File: src/rtl/core/segment_free_list_allocator_macros.svh
// assertion macros for the segment free list allocator
// used by the top level; expects aclk and aresetn in scope
`ifndef SEGMENT_FREE_LIST_ALLOCATOR_MACROS_SVH
`define SEGMENT_FREE_LIST_ALLOCATOR_MACROS_SVH

// same-cycle implication, disabled during reset
`define SFLA_ASSERT_NOW(label, ante, cons, msg) \
    label: assert property (@(posedge aclk) disable iff (!aresetn) (ante) |-> (cons)) \
        else $error(msg);

// next-cycle implication, disabled during reset
`define SFLA_ASSERT_NEXT(label, ante, cons, msg) \
    label: assert property (@(posedge aclk) disable iff (!aresetn) (ante) |=> (cons)) \
        else $error(msg);

`endif

File: src/rtl/core/sfla_pkg.sv
// shared types, codes and defaults for the segment free list allocator
// no dependencies
`timescale 1ns / 1ps
`default_nettype none

package sfla_pkg;

    localparam int MEM_WORDS_DEF  = 65536;
    localparam int FREE_SLOTS_DEF = 32;
    localparam int ID_COUNT_DEF   = 64;

    localparam int ADDR_W = 16;
    localparam int LEN_W  = 17;
    localparam int ID_W   = 6;
    localparam int CMD_W  = 2;
    localparam int STAT_W = 3;

    typedef enum logic [CMD_W-1:0] {
        CMD_CREATE = 2'd0,
        CMD_REMOVE = 2'd1,
        CMD_QUERY  = 2'd2,
        CMD_NOP    = 2'd3
    } cmd_t;

    typedef enum logic [STAT_W-1:0] {
        ST_OK      = 3'd0,
        ST_NOFIT   = 3'd1,
        ST_UNKNOWN = 3'd2,
        ST_INUSE   = 3'd3,
        ST_BADSIZE = 3'd4,
        ST_FULL    = 3'd5
    } status_t;

    typedef enum logic [1:0] {
        SH_NONE  = 2'd0,
        SH_OPEN  = 2'd1,
        SH_CLOSE = 2'd2
    } shift_t;

    typedef enum logic [3:0] {
        S_IDLE     = 4'd0,
        S_DECODE   = 4'd1,
        S_ALLOC    = 4'd2,
        S_SCAN_RD  = 4'd3,
        S_SCAN_CHK = 4'd4,
        S_SHIFT_RD = 4'd5,
        S_SHIFT_WR = 4'd6,
        S_WRITE_A  = 4'd7,
        S_WRITE_B  = 4'd8,
        S_FINISH   = 4'd9
    } state_t;

    typedef struct packed {
        logic [ADDR_W-1:0] start;
        logic [LEN_W-1:0]  len;
    } free_entry_t;

endpackage

`default_nettype wire

File: src/rtl/core/sfla_free_table.sv
// free segment table: one write port, one registered read port
// uses sfla_pkg; entry 0 reads as the whole memory until first written
`timescale 1ns / 1ps
`default_nettype none

module sfla_free_table #(
    parameter int FREE_SLOTS = sfla_pkg::FREE_SLOTS_DEF,
    parameter int MEM_WORDS  = sfla_pkg::MEM_WORDS_DEF
) (
    input  wire                                 aclk,
    input  wire                                 aresetn,
    input  wire                                 rd_en,
    input  wire [$clog2(FREE_SLOTS)-1:0]        rd_addr,
    output sfla_pkg::free_entry_t               rd_data,
    input  wire                                 wr_en,
    input  wire [$clog2(FREE_SLOTS)-1:0]        wr_addr,
    input  wire sfla_pkg::free_entry_t          wr_data
);

    localparam int TW = $clog2(FREE_SLOTS);

    sfla_pkg::free_entry_t mem [FREE_SLOTS];
    sfla_pkg::free_entry_t rd_q_reg;
    logic                  rd_zero_reg;
    logic                  seeded_reg;
    logic                  rd_seeded_reg;
    sfla_pkg::free_entry_t seed_entry;

    assign seed_entry.start = '0;
    assign seed_entry.len   = sfla_pkg::LEN_W'(MEM_WORDS);

    always_ff @(posedge aclk) begin
        if (wr_en) begin
            mem[wr_addr] <= wr_data;
        end
        if (rd_en) begin
            rd_q_reg      <= mem[rd_addr];
            rd_zero_reg   <= (rd_addr == TW'(0));
            rd_seeded_reg <= seeded_reg;
        end
    end

    // entry 0 holds the reset segment until the first write there
    always_ff @(posedge aclk) begin
        if (!aresetn) begin
            seeded_reg <= 1'b0;
        end else if (wr_en && wr_addr == TW'(0)) begin
            seeded_reg <= 1'b1;
        end
    end

    assign rd_data = (rd_zero_reg && !rd_seeded_reg) ? seed_entry : rd_q_reg;

endmodule

`default_nettype wire

File: src/rtl/core/segment_free_list_allocator.sv
// top level of the segment free list allocator: sequencer, id table, output stage
// uses sfla_pkg, sfla_free_table and segment_free_list_allocator_macros.svh
`timescale 1ns / 1ps
`default_nettype none

// channel   dir  width  contents
// s_axis    in   48     command, seg_id, start_addr, length
// m_axis    out  24     status, position
//
// one transaction at a time; s_tready is high only while idle
// scan reads and then checks each table entry; each moved entry is read and then written
// the worst-case run time is set by the single table port
// a finished result waits in the output register while the next command is taken
// synchronous active-low reset; no clearing pass (fill count plus seeded entry 0)

`include "segment_free_list_allocator_macros.svh"

module segment_free_list_allocator #(
    parameter int MEM_WORDS  = sfla_pkg::MEM_WORDS_DEF,
    parameter int FREE_SLOTS = sfla_pkg::FREE_SLOTS_DEF,
    parameter int ID_COUNT   = sfla_pkg::ID_COUNT_DEF
) (
    input  wire         aclk,
    input  wire         aresetn,
    input  wire         s_tvalid,
    output logic        s_tready,
    input  wire  [47:0] s_tdata,   // command[1:0], seg_id[7:2], start_addr[23:8], length[40:24]
    output logic        m_tvalid,
    input  wire         m_tready,
    output logic [23:0] m_tdata    // status[2:0], position[18:3]
);

    localparam int TW       = $clog2(FREE_SLOTS);
    localparam int CW       = $clog2(FREE_SLOTS + 2);
    localparam int ID_DEPTH = (ID_COUNT < 64) ? ID_COUNT : 64;
    localparam int IW       = $clog2(ID_DEPTH);
    localparam int AW       = sfla_pkg::ADDR_W;
    localparam int LW       = sfla_pkg::LEN_W;

    // sequencer and command latch
    sfla_pkg::state_t  state_reg, state_next;
    sfla_pkg::cmd_t    cmd_reg, cmd_next;
    logic [sfla_pkg::ID_W-1:0] id_reg, id_next;
    logic [AW-1:0]     st_reg, st_next;
    logic [LW-1:0]     sz_reg, sz_next;

    // scan position and previous entry seen by remove
    logic [CW-1:0]     k_reg, k_next;
    sfla_pkg::free_entry_t prev_reg, prev_next;
    logic              have_prev_reg, have_prev_next;

    // pending table edits
    sfla_pkg::shift_t  shift_reg, shift_next;
    logic [CW-1:0]     at_reg, at_next;
    logic [CW-1:0]     i_reg, i_next;
    logic              wb_en_reg, wb_en_next;
    logic [TW-1:0]     wa_addr_reg, wa_addr_next, wb_addr_reg, wb_addr_next;
    sfla_pkg::free_entry_t wa_data_reg, wa_data_next, wb_data_reg, wb_data_next;

    logic [CW-1:0]     count_reg, count_next;
    sfla_pkg::status_t status_reg, status_next;
    logic [AW-1:0]     pos_reg, pos_next;

    // output register
    logic              m_valid_reg;
    sfla_pkg::status_t m_status_reg;
    logic [AW-1:0]     m_pos_reg;

    // id bookkeeping
    logic                  alloc_valid_reg [ID_DEPTH];
    sfla_pkg::free_entry_t alloc_mem [ID_DEPTH];
    sfla_pkg::free_entry_t alloc_rd_reg;
    logic [IW-1:0]         id_idx;
    logic                  id_ok;
    logic                  out_free;
    logic                  finish_go;

    // free table port
    logic                  tbl_rd_en;
    logic [TW-1:0]         tbl_rd_addr;
    sfla_pkg::free_entry_t tbl_rd_data;
    logic                  tbl_wr_en;
    logic [TW-1:0]         tbl_wr_addr;
    sfla_pkg::free_entry_t tbl_wr_data;

    sfla_free_table #(
        .FREE_SLOTS (FREE_SLOTS),
        .MEM_WORDS  (MEM_WORDS)
    ) u_table (
        .aclk    (aclk),
        .aresetn (aresetn),
        .rd_en   (tbl_rd_en),
        .rd_addr (tbl_rd_addr),
        .rd_data (tbl_rd_data),
        .wr_en   (tbl_wr_en),
        .wr_addr (tbl_wr_addr),
        .wr_data (tbl_wr_data)
    );

    assign id_idx    = id_reg[IW-1:0];
    assign id_ok     = (11'(id_reg) < 11'(ID_COUNT));
    assign out_free  = !m_valid_reg || m_tready;
    assign finish_go = (state_reg == sfla_pkg::S_FINISH) && out_free;

    // shared compare and add unit for the scanned entry
    logic [AW+1:0] end_w, ent_end, prev_end;
    logic          create_hit, query_hit, rem_stop, scan_done;
    logic          join_next, join_prev, tbl_full;

    assign end_w      = (AW+2)'(st_reg) + (AW+2)'(sz_reg);
    assign ent_end    = (AW+2)'(tbl_rd_data.start) + (AW+2)'(tbl_rd_data.len);
    assign prev_end   = (AW+2)'(prev_reg.start) + (AW+2)'(prev_reg.len);
    assign create_hit = (tbl_rd_data.start <= st_reg) && (ent_end >= end_w);
    assign query_hit  = (tbl_rd_data.len >= sz_reg);
    assign rem_stop   = (tbl_rd_data.start >= st_reg);
    assign scan_done  = (k_reg >= count_reg);
    assign join_next  = (state_reg == sfla_pkg::S_SCAN_CHK) &&
                        (end_w == (AW+2)'(tbl_rd_data.start));
    assign join_prev  = have_prev_reg && (prev_end == (AW+2)'(st_reg));
    assign tbl_full   = (count_reg >= CW'(FREE_SLOTS));

    // edit plan for the entry where create hits or remove stops, or for remove reaching the end
    logic                  plan_full;
    sfla_pkg::shift_t      plan_shift;
    logic [CW-1:0]         plan_at;
    logic                  plan_wb_en;
    logic [TW-1:0]         plan_wa_addr, plan_wb_addr;
    sfla_pkg::free_entry_t plan_wa_data, plan_wb_data;
    logic [CW-1:0]         k_prev, k_succ;

    assign k_prev = k_reg - CW'(1);
    assign k_succ = k_reg + CW'(1);

    always_comb begin
        plan_full          = 1'b0;
        plan_shift         = sfla_pkg::SH_NONE;
        plan_at            = k_reg;
        plan_wb_en         = 1'b0;
        plan_wa_addr       = k_reg[TW-1:0];
        plan_wb_addr       = k_reg[TW-1:0];
        plan_wa_data.start = tbl_rd_data.start;
        plan_wa_data.len   = LW'(st_reg - tbl_rd_data.start);
        plan_wb_data       = plan_wa_data;
        if (cmd_reg == sfla_pkg::CMD_CREATE) begin
            if (tbl_rd_data.start == st_reg) begin
                if (ent_end == end_w) begin
                    plan_shift = sfla_pkg::SH_CLOSE;
                end else begin
                    plan_wa_data.start = end_w[AW-1:0];
                    plan_wa_data.len   = LW'(ent_end - end_w);
                end
            end else if (end_w < ent_end) begin
                // split: tail goes in a new slot after the hit
                plan_full          = tbl_full;
                plan_shift         = sfla_pkg::SH_OPEN;
                plan_at            = k_succ;
                plan_wa_addr       = k_succ[TW-1:0];
                plan_wa_data.start = end_w[AW-1:0];
                plan_wa_data.len   = LW'(ent_end - end_w);
                plan_wb_en         = 1'b1;
            end
        end else begin
            if (join_prev && join_next) begin
                plan_shift         = sfla_pkg::SH_CLOSE;
                plan_wa_addr       = k_prev[TW-1:0];
                plan_wa_data.start = prev_reg.start;
                plan_wa_data.len   = prev_reg.len + sz_reg + tbl_rd_data.len;
            end else if (join_prev) begin
                plan_wa_addr       = k_prev[TW-1:0];
                plan_wa_data.start = prev_reg.start;
                plan_wa_data.len   = prev_reg.len + sz_reg;
            end else if (join_next) begin
                plan_wa_data.start = st_reg;
                plan_wa_data.len   = tbl_rd_data.len + sz_reg;
            end else begin
                plan_full          = tbl_full;
                plan_shift         = sfla_pkg::SH_OPEN;
                plan_wa_data.start = st_reg;
                plan_wa_data.len   = sz_reg;
            end
        end
    end

    // plan is taken at create hit, remove stop, or remove reaching the end
    logic plan_take;
    logic shift_more;

    always_comb begin
        plan_take = 1'b0;
        case (state_reg)
            sfla_pkg::S_SCAN_RD: begin
                plan_take = scan_done && (cmd_reg == sfla_pkg::CMD_REMOVE);
            end
            sfla_pkg::S_SCAN_CHK: begin
                plan_take = ((cmd_reg == sfla_pkg::CMD_CREATE) && create_hit) ||
                            ((cmd_reg == sfla_pkg::CMD_REMOVE) && rem_stop);
            end
            default: plan_take = 1'b0;
        endcase
    end

    assign shift_more = (shift_reg == sfla_pkg::SH_CLOSE) ? ((i_reg + CW'(1)) < count_reg)
                                                          : (i_reg > at_reg);

    // next state
    always_comb begin
        state_next = state_reg;
        case (state_reg)
            sfla_pkg::S_IDLE: begin
                if (s_tvalid) state_next = sfla_pkg::S_DECODE;
            end
            sfla_pkg::S_DECODE: begin
                case (cmd_reg)
                    sfla_pkg::CMD_CREATE: begin
                        if (!id_ok || alloc_valid_reg[id_idx] || sz_reg == '0) begin
                            state_next = sfla_pkg::S_FINISH;
                        end else begin
                            state_next = sfla_pkg::S_SCAN_RD;
                        end
                    end
                    sfla_pkg::CMD_REMOVE: begin
                        if (!id_ok || !alloc_valid_reg[id_idx]) begin
                            state_next = sfla_pkg::S_FINISH;
                        end else begin
                            state_next = sfla_pkg::S_ALLOC;
                        end
                    end
                    sfla_pkg::CMD_QUERY: begin
                        state_next = (sz_reg == '0) ? sfla_pkg::S_FINISH : sfla_pkg::S_SCAN_RD;
                    end
                    default: state_next = sfla_pkg::S_FINISH;
                endcase
            end
            sfla_pkg::S_ALLOC: state_next = sfla_pkg::S_SCAN_RD;
            sfla_pkg::S_SCAN_RD, sfla_pkg::S_SCAN_CHK: begin
                if (plan_take) begin
                    if (plan_full) begin
                        state_next = sfla_pkg::S_FINISH;
                    end else if (plan_shift != sfla_pkg::SH_NONE) begin
                        state_next = sfla_pkg::S_SHIFT_RD;
                    end else begin
                        state_next = sfla_pkg::S_WRITE_A;
                    end
                end else if (state_reg == sfla_pkg::S_SCAN_RD) begin
                    state_next = scan_done ? sfla_pkg::S_FINISH : sfla_pkg::S_SCAN_CHK;
                end else if (cmd_reg == sfla_pkg::CMD_QUERY && query_hit) begin
                    state_next = sfla_pkg::S_FINISH;
                end else begin
                    state_next = sfla_pkg::S_SCAN_RD;
                end
            end
            sfla_pkg::S_SHIFT_RD: begin
                if (shift_more) begin
                    state_next = sfla_pkg::S_SHIFT_WR;
                end else if (cmd_reg == sfla_pkg::CMD_CREATE &&
                             shift_reg == sfla_pkg::SH_CLOSE) begin
                    state_next = sfla_pkg::S_FINISH;
                end else begin
                    state_next = sfla_pkg::S_WRITE_A;
                end
            end
            sfla_pkg::S_SHIFT_WR: state_next = sfla_pkg::S_SHIFT_RD;
            sfla_pkg::S_WRITE_A: begin
                state_next = wb_en_reg ? sfla_pkg::S_WRITE_B : sfla_pkg::S_FINISH;
            end
            sfla_pkg::S_WRITE_B: state_next = sfla_pkg::S_FINISH;
            sfla_pkg::S_FINISH: begin
                if (out_free) state_next = sfla_pkg::S_IDLE;
            end
            default: state_next = sfla_pkg::S_IDLE;
        endcase
    end

    // table port and handshake
    always_comb begin
        s_tready    = (state_reg == sfla_pkg::S_IDLE);
        tbl_rd_en   = 1'b0;
        tbl_rd_addr = k_reg[TW-1:0];
        tbl_wr_en   = 1'b0;
        tbl_wr_addr = i_reg[TW-1:0];
        tbl_wr_data = tbl_rd_data;
        case (state_reg)
            sfla_pkg::S_SCAN_RD: begin
                tbl_rd_en = !scan_done;
            end
            sfla_pkg::S_SHIFT_RD: begin
                tbl_rd_en   = shift_more;
                tbl_rd_addr = (shift_reg == sfla_pkg::SH_CLOSE) ? TW'(i_reg + CW'(1))
                                                                : TW'(i_reg - CW'(1));
            end
            sfla_pkg::S_SHIFT_WR: begin
                tbl_wr_en = 1'b1;
            end
            sfla_pkg::S_WRITE_A: begin
                tbl_wr_en   = 1'b1;
                tbl_wr_addr = wa_addr_reg;
                tbl_wr_data = wa_data_reg;
            end
            sfla_pkg::S_WRITE_B: begin
                tbl_wr_en   = 1'b1;
                tbl_wr_addr = wb_addr_reg;
                tbl_wr_data = wb_data_reg;
            end
            default: tbl_rd_en = 1'b0;
        endcase
    end

    // datapath next values
    always_comb begin
        cmd_next       = cmd_reg;
        id_next        = id_reg;
        st_next        = st_reg;
        sz_next        = sz_reg;
        k_next         = k_reg;
        prev_next      = prev_reg;
        have_prev_next = have_prev_reg;
        shift_next     = shift_reg;
        at_next        = at_reg;
        i_next         = i_reg;
        wb_en_next     = wb_en_reg;
        wa_addr_next   = wa_addr_reg;
        wa_data_next   = wa_data_reg;
        wb_addr_next   = wb_addr_reg;
        wb_data_next   = wb_data_reg;
        count_next     = count_reg;
        status_next    = status_reg;
        pos_next       = pos_reg;
        case (state_reg)
            sfla_pkg::S_IDLE: begin
                cmd_next       = sfla_pkg::cmd_t'(s_tdata[1:0]);
                id_next        = s_tdata[7:2];
                st_next        = s_tdata[23:8];
                sz_next        = s_tdata[40:24];
                k_next         = '0;
                have_prev_next = 1'b0;
                status_next    = sfla_pkg::ST_OK;
                pos_next       = '0;
            end
            sfla_pkg::S_DECODE: begin
                case (cmd_reg)
                    sfla_pkg::CMD_CREATE: begin
                        if (!id_ok) status_next = sfla_pkg::ST_UNKNOWN;
                        else if (alloc_valid_reg[id_idx]) status_next = sfla_pkg::ST_INUSE;
                        else if (sz_reg == '0) status_next = sfla_pkg::ST_BADSIZE;
                    end
                    sfla_pkg::CMD_REMOVE: begin
                        if (!id_ok || !alloc_valid_reg[id_idx]) begin
                            status_next = sfla_pkg::ST_UNKNOWN;
                        end
                    end
                    sfla_pkg::CMD_QUERY: begin
                        if (sz_reg == '0) status_next = sfla_pkg::ST_BADSIZE;
                    end
                    default: status_next = sfla_pkg::ST_OK;
                endcase
            end
            sfla_pkg::S_ALLOC: begin
                st_next = alloc_rd_reg.start;
                sz_next = alloc_rd_reg.len;
            end
            sfla_pkg::S_SCAN_RD, sfla_pkg::S_SCAN_CHK: begin
                if (plan_take) begin
                    if (plan_full) status_next = sfla_pkg::ST_FULL;
                    shift_next   = plan_shift;
                    at_next      = plan_at;
                    i_next       = (plan_shift == sfla_pkg::SH_OPEN) ? count_reg : plan_at;
                    wa_addr_next = plan_wa_addr;
                    wa_data_next = plan_wa_data;
                    wb_en_next   = plan_wb_en;
                    wb_addr_next = plan_wb_addr;
                    wb_data_next = plan_wb_data;
                end else if (state_reg == sfla_pkg::S_SCAN_RD) begin
                    if (scan_done) status_next = sfla_pkg::ST_NOFIT;
                end else if (cmd_reg == sfla_pkg::CMD_QUERY && query_hit) begin
                    pos_next = tbl_rd_data.start;
                end else begin
                    k_next         = k_succ;
                    prev_next      = tbl_rd_data;
                    have_prev_next = 1'b1;
                end
            end
            sfla_pkg::S_SHIFT_RD: begin
                if (!shift_more) begin
                    count_next = (shift_reg == sfla_pkg::SH_CLOSE) ? count_reg - CW'(1)
                                                                   : count_reg + CW'(1);
                end
            end
            sfla_pkg::S_SHIFT_WR: begin
                i_next = (shift_reg == sfla_pkg::SH_CLOSE) ? i_reg + CW'(1) : i_reg - CW'(1);
            end
            default: count_next = count_reg;
        endcase
    end

    always_ff @(posedge aclk) begin
        if (!aresetn) begin
            state_reg  <= sfla_pkg::S_IDLE;
            count_reg  <= CW'(1);
            shift_reg  <= sfla_pkg::SH_NONE;
            wb_en_reg  <= 1'b0;
            have_prev_reg <= 1'b0;
        end else begin
            state_reg  <= state_next;
            count_reg  <= count_next;
            shift_reg  <= shift_next;
            wb_en_reg  <= wb_en_next;
            have_prev_reg <= have_prev_next;
        end
    end

    always_ff @(posedge aclk) begin
        cmd_reg     <= cmd_next;
        id_reg      <= id_next;
        st_reg      <= st_next;
        sz_reg      <= sz_next;
        k_reg       <= k_next;
        prev_reg    <= prev_next;
        at_reg      <= at_next;
        i_reg       <= i_next;
        wa_addr_reg <= wa_addr_next;
        wa_data_reg <= wa_data_next;
        wb_addr_reg <= wb_addr_next;
        wb_data_reg <= wb_data_next;
        status_reg  <= status_next;
        pos_reg     <= pos_next;
    end

    // id table: valid bits in flops, ranges in memory
    logic alloc_set, alloc_clr;

    assign alloc_set = finish_go && status_reg == sfla_pkg::ST_OK &&
                       cmd_reg == sfla_pkg::CMD_CREATE;
    assign alloc_clr = finish_go && status_reg == sfla_pkg::ST_OK &&
                       cmd_reg == sfla_pkg::CMD_REMOVE;

    always_ff @(posedge aclk) begin
        if (!aresetn) begin
            for (int n = 0; n < ID_DEPTH; n++) begin
                alloc_valid_reg[n] <= 1'b0;
            end
        end else if (alloc_set) begin
            alloc_valid_reg[id_idx] <= 1'b1;
        end else if (alloc_clr) begin
            alloc_valid_reg[id_idx] <= 1'b0;
        end
    end

    always_ff @(posedge aclk) begin
        if (alloc_set) begin
            alloc_mem[id_idx] <= '{start: st_reg, len: sz_reg};
        end
        if (state_reg == sfla_pkg::S_DECODE) begin
            alloc_rd_reg <= alloc_mem[id_idx];
        end
    end

    // output register
    always_ff @(posedge aclk) begin
        if (!aresetn) begin
            m_valid_reg <= 1'b0;
        end else if (finish_go) begin
            m_valid_reg <= 1'b1;
        end else if (m_tready) begin
            m_valid_reg <= 1'b0;
        end
    end

    always_ff @(posedge aclk) begin
        if (finish_go) begin
            m_status_reg <= status_reg;
            m_pos_reg    <= (status_reg == sfla_pkg::ST_OK) ? pos_reg : '0;
        end
    end

    assign m_tvalid = m_valid_reg;
    assign m_tdata  = {5'd0, m_pos_reg, m_status_reg};

    // checks
    `SFLA_ASSERT_NOW(a_count_range, 1'b1, count_reg <= CW'(FREE_SLOTS) && count_reg != '0 || count_reg == '0 && 1'b1, "free count out of range")
    `SFLA_ASSERT_NEXT(a_count_step, 1'b1, count_reg == $past(count_reg) || count_reg == $past(count_reg) + CW'(1) || count_reg == $past(count_reg) - CW'(1), "free count jumped")
    `SFLA_ASSERT_NOW(a_wr_in_range, tbl_wr_en, 32'(tbl_wr_addr) < FREE_SLOTS, "table write outside the slots")
    `SFLA_ASSERT_NEXT(a_accept_decode, s_tvalid && s_tready, state_reg == sfla_pkg::S_DECODE, "accepted transaction not decoded")

endmodule

`default_nettype wire
File: config.mk
export PLATFORM = sky130hd
export DESIGN_NAME = segment_free_list_allocator
export DESIGN_NICKNAME = d
export VERILOG_FILES = /design/src/rtl/core/sfla_pkg.sv /design/src/rtl/core/sfla_free_table.sv /design/src/rtl/core/segment_free_list_allocator.sv
export VERILOG_INCLUDE_DIRS = /design/src /design/src/rtl/core
export SDC_FILE = /design/constraint.sdc
export NUM_CORES = 2
export LEC_CHECK = 0
export ABC_AREA = 1
export BUFFER_PORTS_ARGS = -buffer_cell sky130_fd_sc_hd__buf_2
export CORE_ASPECT_RATIO = 0.75
export CORE_MARGIN = 8
export CORE_UTILIZATION = 40
export DETAILED_ROUTE_END_ITERATION = 10
export HOLD_SLACK_MARGIN = 0.08
export PLACE_DENSITY = 0.56
export SYNTH_ARGS = -nofsm -noshare
export SYNTH_HDL_FRONTEND = slang
export SYNTH_SLANG_ARGS = --single-unit
File: constraint.sdc
create_clock -name aclk -period 7.4 [get_ports aclk]
set_clock_uncertainty 0.1 [all_clocks]
set_input_delay 1.48 -clock aclk [delete_from_list [all_inputs] [get_ports aclk]]
set_output_delay 1.48 -clock aclk [all_outputs]
set_load 0.05 [all_outputs]
Word level (Yosys, flattened, before mapping)
Memories as Yosys holds them, arrays and structs flattened. A register that Yosys moved wholly into a read port is not among the register bits.
Index checks and enable logic that the tools add are counted.
{ "classes": {"eq_ne": 28, "n_lt_le_gt_ge": 9, "n_mux": 102, "reduce_logical": 44, "n_bitwise": 5, "n_addsub": 14} }
{ "op_table": {"columns": ["operator", "count"], "rows": [
  ["33-bit 2-to-1 mux", 7],
  ["6-bit 2-to-1 mux", 12],
  ["33-bit case mux with 2 select lines", 1],
  ["16-bit case mux with 2 select lines", 2],
  ["16-bit by 17-bit adder with 18-bit output", 3],
  ["17-bit adder", 3],
  ["16-bit 2-to-1 mux", 3],
  ["4-bit 2-to-1 mux", 12],
  ["18-bit by 16-bit == test with 1-bit output", 2],
  ["4-bit case mux with 9 select lines", 1],
  ["5-bit 2-to-1 mux", 7],
  ["1-bit 2-to-1 mux", 34],
  ["17-bit case mux with 2 select lines", 1],
  ["6-bit case mux with 2 select lines", 2],
  ["3-bit 2-to-1 mux", 7],
  ["6-bit by 1-bit adder with 6-bit output (second input constant)", 3],
  ["18-bit == test", 1],
  ["18-bit >= comparator", 1],
  ["18-bit less-than comparator", 1],
  ["3-bit case mux with 3 select lines", 2],
  ["17-bit >= comparator", 1],
  ["17-bit zero test", 1],
  ["17-bit 2-to-1 mux", 1],
  ["16-bit by 16-bit subtractor with 17-bit output", 1],
  ["other kinds (39)", 93]
]} }
{ "word_totals": {"register_bits": 224, "ramBits": 3232, "mem_count": 3} }
{ "mem_list": {"columns": ["memory", "depth", "width", "read_ports", "rd_ports_with_merged_regs", "write_ports", "line_no", "rtl"], "rows": [
  ["alloc_mem", 64, 33, 1, 1, 1, "segment_free_list_allocator.sv:71", "sfla_pkg::free_entry_t alloc_mem [ID_DEPTH];"],
  ["u_table.mem", 32, 33, 1, 1, 1, "sfla_free_table.sv:22", "sfla_pkg::free_entry_t mem [FREE_SLOTS];"],
  ["alloc_valid_reg", 64, 1, 1, 1, 64, "segment_free_list_allocator.sv:70", "logic alloc_valid_reg [ID_DEPTH];"]
]} }

Longest topological paths before layout
{ "depth": {"word_depth": 14, "ltp_mapped": 35, "mapped_depth_nobuf": 33} }

Modules after synthesis
A second synthesis with hierarchy kept.
{ "unflattened": {"hier_cells": 11953, "hier_area_um2": 146540.5} }
{ "by_module_without_submodules": {"columns": ["mod", "cells_each", "area_each_um2", "seq_area_each_um2", "n_inst"], "rows": [
  ["segment_free_list_allocator", 7599, 100430.1, 72299.3, 1],
  ["sfla_free_table", 4354, 46110.5, 32781.4, 1]
]} }

Worst setup path after synthesis
Ideal clock, no wire load.
{ "synth_timing": {"kind": "register -> register", "start": "register sz_reg[0]", "end": "register pos_reg[0], enable pin", "arrival_ns": 5.951, "path_slack_ns": 0.935, "required_time_ns": 6.886, "path_stages_with_launch": 26, "path_cell_list": "edfxtp_1 -> ha_1 -> inv_1 -> fa_1 -> inv_1 -> nand3_1 -> nand2_1 -> nand2_1 -> nand3_2 -> nand2_1 -> nand2_1 -> nand2_1 -> nand2_1 -> inv_1 -> ha_1 -> nand2_1 -> nor4_1 -> nand3_1 -> nand3_1 -> nand2_1 -> nand3_1 -> nand2_1 -> nand2_1 -> nand2_1 -> buf_2 -> o31ai_1"} }
{ "synth_via": {"elab_chain_cells": 8} }
{ "synth_lines": {"columns": ["item", "line_no", "rtl"], "rows": [
  ["start: declaration", "segment_free_list_allocator.sv:45", "logic [LW-1:0] sz_reg, sz_next;"],
  ["start signal: assignment", "segment_free_list_allocator.sv:415", "sz_reg <= sz_next;"],
  ["16-bit by 17-bit adder with 18-bit output", "segment_free_list_allocator.sv:110", "assign end_w = (AW+2)'(st_reg) + (AW+2)'(sz_reg);"],
  ["18-bit >= comparator", "segment_free_list_allocator.sv:113", "assign create_hit = (tbl_rd_data.start <= st_reg) && (ent_end >= end_w);"],
  ["1-bit logical AND", "segment_free_list_allocator.sv:113", null],
  ["1-bit logical AND", "segment_free_list_allocator.sv:195", "plan_take = ((cmd_reg == sfla_pkg::CMD_CREATE) && create_hit) ||"],
  ["1-bit logical OR", "segment_free_list_allocator.sv:195", null],
  ["1-bit case mux with 2 select lines", "segment_free_list_allocator.sv:190", "case (state_reg)"],
  ["2-bit != test (no source line)", null, null],
  ["4-bit AND reduction (no source line) (*)", null, null],
  ["end signal: assignment", "segment_free_list_allocator.sv:425", "pos_reg <= pos_next;"],
  ["end: declaration", "segment_free_list_allocator.sv:62", "logic [AW-1:0] pos_reg, pos_next;"]
]} }
Every way passes the cells marked *; elsewhere a longest branch is shown, timed or not.
A chain may end at the register's enable or synchronous reset.

==> metrics.txt <==
# TYPE chip_impl_metric gauge
chip_impl_info{name="outcome",value="finished, final reports clean"} 1
chip_impl_metric{name="routabilityCongestion",unit=""} 0.933
chip_impl_metric{name="synth-edff-count",unit=""} 3442
chip_impl_metric{name="syn2layout_area_growth",unit="%"} 13.2
chip_impl_metric{name="critical_path.max_stage_delay",unit="ps"} 490
chip_impl_metric{name="initial_utilization",unit=""} 0.402
chip_impl_metric{name="clock_latency",unit="ps"} 970
chip_impl_metric{name="clock_path_buffers",unit=""} 4
chip_impl_metric{name="fp.dieH",unit="um"} 535
chip_impl_metric{name="wire_per_inst",unit="um"} 30.1
chip_impl_metric{name="port_buffers",unit=""} 65
chip_impl_metric{name="critical_path_arrival",unit="ps"} 7400
chip_impl_metric{name="core_area",unit="um2"} 357000
chip_impl_metric{name="layout.nets",unit=""} 11300
chip_impl_metric{name="detail_route.vias_per_cell",unit=""} 5.96
chip_impl_info{name="crit_path_top_delay_cell",value="sky130_fd_sc_hd__nor2_1"} 1
chip_impl_metric{name="global_route.usage.total",unit=""} 0.247
chip_impl_metric{name="post_cts.resized_instances",unit=""} 0
chip_impl_metric{name="report.final.slew_viol_count",unit=""} 0
chip_impl_metric{name="timing.final.hold_violations",unit=""} 0
chip_impl_metric{name="number_of_max_cap_violations",unit=""} 0
chip_impl_metric{name="dr_total_vias",unit=""} 96200
chip_impl_info{name="dominantRegCellSynth",value="sky130_fd_sc_hd__edfxtp_1"} 1
chip_impl_metric{name="synth_cells",unit=""} 10800
chip_impl_info{name="setup.worst_path.start_class",value="register"} 1
chip_impl_metric{name="drt_first_iter_violations",unit=""} 14000
chip_impl_metric{name="wl",unit="mm"} 486
chip_impl_metric{name="timing.critical_path.required",unit="ps"} 7960
chip_impl_metric{name="largest_register_ffs",unit=""} 2112
chip_impl_metric{name="total_power",unit="uW"} 69400
chip_impl_metric{name="route.met3.wl",unit="mm"} 57.9
chip_impl_metric{name="finish.cell_count_without_fillers",unit=""} 16100
chip_impl_metric{name="max_slew_margin",unit=""} 0.0191
chip_impl_metric{name="crit_path_max_fanout",unit=""} 18
chip_impl_info{name="clock_tree_from_tritoncts",value="built"} 1
chip_impl_metric{name="die_width",unit="um"} 708
chip_impl_metric{name="async_reset_ff_frac",unit=""} 0
chip_impl_metric{name="part_of_the_cycle_the_worst_path_needs",unit=""} 0.925
chip_impl_metric{name="via_count_of_the_first_global_routing_pass",unit=""} 90000
chip_impl_metric{name="yosys_register_bits",unit=""} 3528
chip_impl_metric{name="hpwl",unit="mm"} 299
chip_impl_metric{name="synthesis.area_per_instance",unit="um2"} 13.2
chip_impl_metric{name="grt_overflow_total",unit=""} 0
chip_impl_metric{name="antenna_found_initial",unit=""} 53
chip_impl_metric{name="yosys_warnings",unit=""} 0
chip_impl_metric{name="final.fill_count",unit=""} 31500
chip_impl_info{name="rsz0062_at_grt",value="no"} 1
chip_impl_metric{name="sequential_cell_area_fraction_in_the_yosys_report",unit=""} 0.732
chip_impl_metric{name="rows",unit=""} 190
chip_impl_metric{name="ant_nets",unit=""} 0
chip_impl_metric{name="worst_pin_slew",unit="ps"} 1460
chip_impl_metric{name="timing.setup.tns",unit="ps"} 0
chip_impl_info{name="critical_path.endpoint_type",value="register"} 1
chip_impl_metric{name="cts.sink_count",unit=""} 3528
chip_impl_metric{name="fmax",unit="MHz"} 146
chip_impl_metric{name="yosys.cell_types.count",unit=""} 63
chip_impl_metric{name="cts.reportedPaths.clkPinSlew",unit="ps"} 60
chip_impl_metric{name="largest_net_degree_at_the_start_of_global_routing",unit=""} 158
chip_impl_metric{name="timing.final.setup_violations",unit=""} 0
chip_impl_metric{name="drt-pass1-iter-count",unit=""} 6
chip_impl_metric{name="synthesis.area",unit="um2"} 143000
chip_impl_metric{name="power_density_over_cell_area",unit="nW/um2"} 427
chip_impl_info{name="clock_tree.root_cell",value="sky130_fd_sc_hd__clkbuf_16"} 1
chip_impl_metric{name="numPlacedInstances",unit=""} 15500
chip_impl_metric{name="htree_levels",unit=""} 5
chip_impl_metric{name="share_of_final_layout_standard_cells_stronger_than_drive_strength_1",unit=""} 0.101
chip_impl_metric{name="routedLengthMet1",unit="mm"} 216
chip_impl_info{name="holdCritPathClass",value="reg2reg"} 1
chip_impl_metric{name="post-cts-setup-buffers",unit=""} 0
chip_impl_metric{name="floorplan.die_area",unit="um2"} 378000
chip_impl_metric{name="io_pins",unit=""} 78
chip_impl_metric{name="vdd_drop_max",unit="V"} 0.000516
chip_impl_info{name="critical_path.most_common_cell",value="sky130_fd_sc_hd__nand2_1"} 1
chip_impl_metric{name="global_route_wire_length_before_repair",unit="mm"} 679
chip_impl_metric{name="cts_bufs_inserted",unit=""} 356
chip_impl_metric{name="routed-wl-met2",unit="mm"} 200
chip_impl_metric{name="final.min_clock_period",unit="ps"} 6850
chip_impl_metric{name="leakage_power",unit="uW"} 0.0544
chip_impl_info{name="type_of_the_worst_setup_path",value="reg2reg"} 1
chip_impl_info{name="dr_top_layer",value="met5"} 1
chip_impl_metric{name="drc",unit=""} 0
chip_impl_metric{name="post_cts_hold_buffer_count",unit=""} 0
==> final timing paths <==
path / to / cells after the start / slack, ps / start
setup / recovery: wa_data_reg[15]$_DFFE_PN_ / 29 / 550 / u_table.rd_seeded_reg$_DFFE_PP_
hold / removal: alloc_valid_reg[21]$_DFF_P_ / 2 / 380 / alloc_valid_reg[21]$_DFF_P_
setup reg to reg: wa_data_reg[15]$_DFFE_PN_ / 29 / 550 / u_table.rd_seeded_reg$_DFFE_PP_
hold reg to reg: alloc_valid_reg[21]$_DFF_P_ / 2 / 380 / alloc_valid_reg[21]$_DFF_P_
==> cell families after synthesis <==
logic type	synth area share
AO/OA/AOI/OAI	0.105
XOR/XNOR	0.00700
adder cells (fa/ha/maj)	0.0158
buffers and inverters	0.0298
flip-flops	0.732
other	0.0000261
AND/OR/NAND/NOR	0.110
==> cell usage in the layout, fill, tap and decap left out, types with 86 or more instances in the layout <==
| cell | instances |
|---|---|
| sky130_fd_sc_hd__nor2_4 | 102 |
| sky130_fd_sc_hd__nand4_1 | 312 |
| sky130_fd_sc_hd__ha_1 | 171 |
| sky130_fd_sc_hd__a21oi_1 | 206 |
| sky130_fd_sc_hd__edfxtp_1 | 3442 |
| sky130_fd_sc_hd__buf_4 | 331 |
| sky130_fd_sc_hd__nand3_1 | 484 |
| sky130_fd_sc_hd__inv_1 | 452 |
| sky130_fd_sc_hd__nor2_1 | 810 |
| sky130_fd_sc_hd__a22oi_1 | 301 |
| sky130_fd_sc_hd__dfxtp_1 | 86 |
| sky130_fd_sc_hd__nand2_1 | 1854 |
| sky130_fd_sc_hd__o221ai_1 | 209 |
| sky130_fd_sc_hd__o21ai_0 | 749 |
| sky130_fd_sc_hd__clkbuf_16 | 357 |
| sky130_fd_sc_hd__a22o_1 | 224 |
| sky130_fd_sc_hd__a221oi_1 | 250 |
==> report_power, final <==
group          internal, uW  switching [uW]  leakage (uW)
Clock                  9700            7800       0.00543
Combinational          6400           19900        0.0172
Sequential            25100             420        0.0318
==> per-layer routing <==
| metal | GRT usage | vias to the layer above |
|---|---|---|
| met5 | 0 | - |
| li1 | - | 41100 |
| met4 | 0.0590 | 6 |
| met1 | 0.383 | 49000 |
| met3 | 0.0601 | 627 |
| met2 | 0.346 | 5375 |
==> cell usage after synthesis (4+ instances only) <==
| cell type | instances | area, um2 |
|---|---|---|
| sky130_fd_sc_hd__nand2_1 | 1858 | 6970 |
| sky130_fd_sc_hd__edfxtp_1 | 3442 | 103000 |
| sky130_fd_sc_hd__o21ai_1 | 38 | 190 |
| sky130_fd_sc_hd__or2_2 | 23 | 144 |
| sky130_fd_sc_hd__xnor2_1 | 26 | 228 |
| sky130_fd_sc_hd__o21bai_1 | 14 | 105 |
| sky130_fd_sc_hd__a22o_1 | 224 | 1960 |
| sky130_fd_sc_hd__a31oi_1 | 63 | 394 |
| sky130_fd_sc_hd__fa_1 | 6 | 120 |
| sky130_fd_sc_hd__nand4_1 | 312 | 1950 |
| sky130_fd_sc_hd__nand3_1 | 486 | 2430 |
| sky130_fd_sc_hd__ha_1 | 171 | 2140 |
| sky130_fd_sc_hd__o2111ai_1 | 4 | 35.0 |
| sky130_fd_sc_hd__buf_2 | 133 | 666 |
| sky130_fd_sc_hd__clkbuf_1 | 379 | 1420 |
| sky130_fd_sc_hd__nor3_2 | 8 | 80.1 |
| sky130_fd_sc_hd__dfxtp_1 | 86 | 1720 |
| sky130_fd_sc_hd__a221oi_1 | 250 | 2190 |
| sky130_fd_sc_hd__xor2_1 | 81 | 709 |
| sky130_fd_sc_hd__inv_2 | 17 | 63.8 |
| sky130_fd_sc_hd__buf_4 | 9 | 67.6 |
| sky130_fd_sc_hd__buf_1 | 75 | 282 |
| sky130_fd_sc_hd__o22ai_1 | 73 | 457 |
| sky130_fd_sc_hd__o211ai_1 | 72 | 541 |
| sky130_fd_sc_hd__inv_1 | 457 | 1720 |
| sky130_fd_sc_hd__a21o_1 | 6 | 45.0 |
| sky130_fd_sc_hd__nor2_2 | 5 | 31.3 |
| sky130_fd_sc_hd__o221ai_1 | 209 | 1830 |
| sky130_fd_sc_hd__nor2_1 | 912 | 3420 |
| sky130_fd_sc_hd__and2_1 | 5 | 31.3 |
| sky130_fd_sc_hd__o2bb2ai_1 | 4 | 35.0 |
| sky130_fd_sc_hd__nor4_1 | 7 | 43.8 |
| sky130_fd_sc_hd__a211oi_1 | 5 | 37.5 |
| sky130_fd_sc_hd__nand2_2 | 20 | 125 |
| sky130_fd_sc_hd__a22oi_1 | 301 | 2260 |
| sky130_fd_sc_hd__nand3_2 | 9 | 90.1 |
| sky130_fd_sc_hd__a21oi_1 | 207 | 1040 |
| sky130_fd_sc_hd__nand3b_1 | 9 | 67.6 |
| sky130_fd_sc_hd__nor3_1 | 37 | 185 |
| sky130_fd_sc_hd__buf_6 | 5 | 56.3 |
| sky130_fd_sc_hd__o21ai_0 | 751 | 3760 |
==> critical path: cells and delay by family, from the launching register on <==
kind,cells,cell delay (ps)
DFF,1,390
buffers and inverters,5,750
xor gates and xnor gates,1,210
AOI/OAI and AO/OA,5,1050
adders and majority gates,2,540
and+or+nand+nor,16,3440
==> cell type report <==
type                    instances  area (um2)  area share
flip-flops and latches       3528      105000       0.647
multi-input cells            6243       35100       0.216
clock buffers                 433        9280      0.0571
well taps                    4800        6010      0.0370
repair buffers                420        3290      0.0203
inverters                     474        1810      0.0111
clock inverters               211        1800      0.0111
diodes                         16        40.0    0.000247
==> stage by stage <==
stage	utilization	cell area (um2)	hold slack (ps)	worst slack, ps
floorplan	-	143000	309	935
global placement	0.424	151000	363	849
detailed placement	0.424	151000	371	784
CTS	0.455	162000	386	669
global route	0.455	162000	393	174
finish	0.455	162000	381	554
Power figures use the tool's default switching activity.
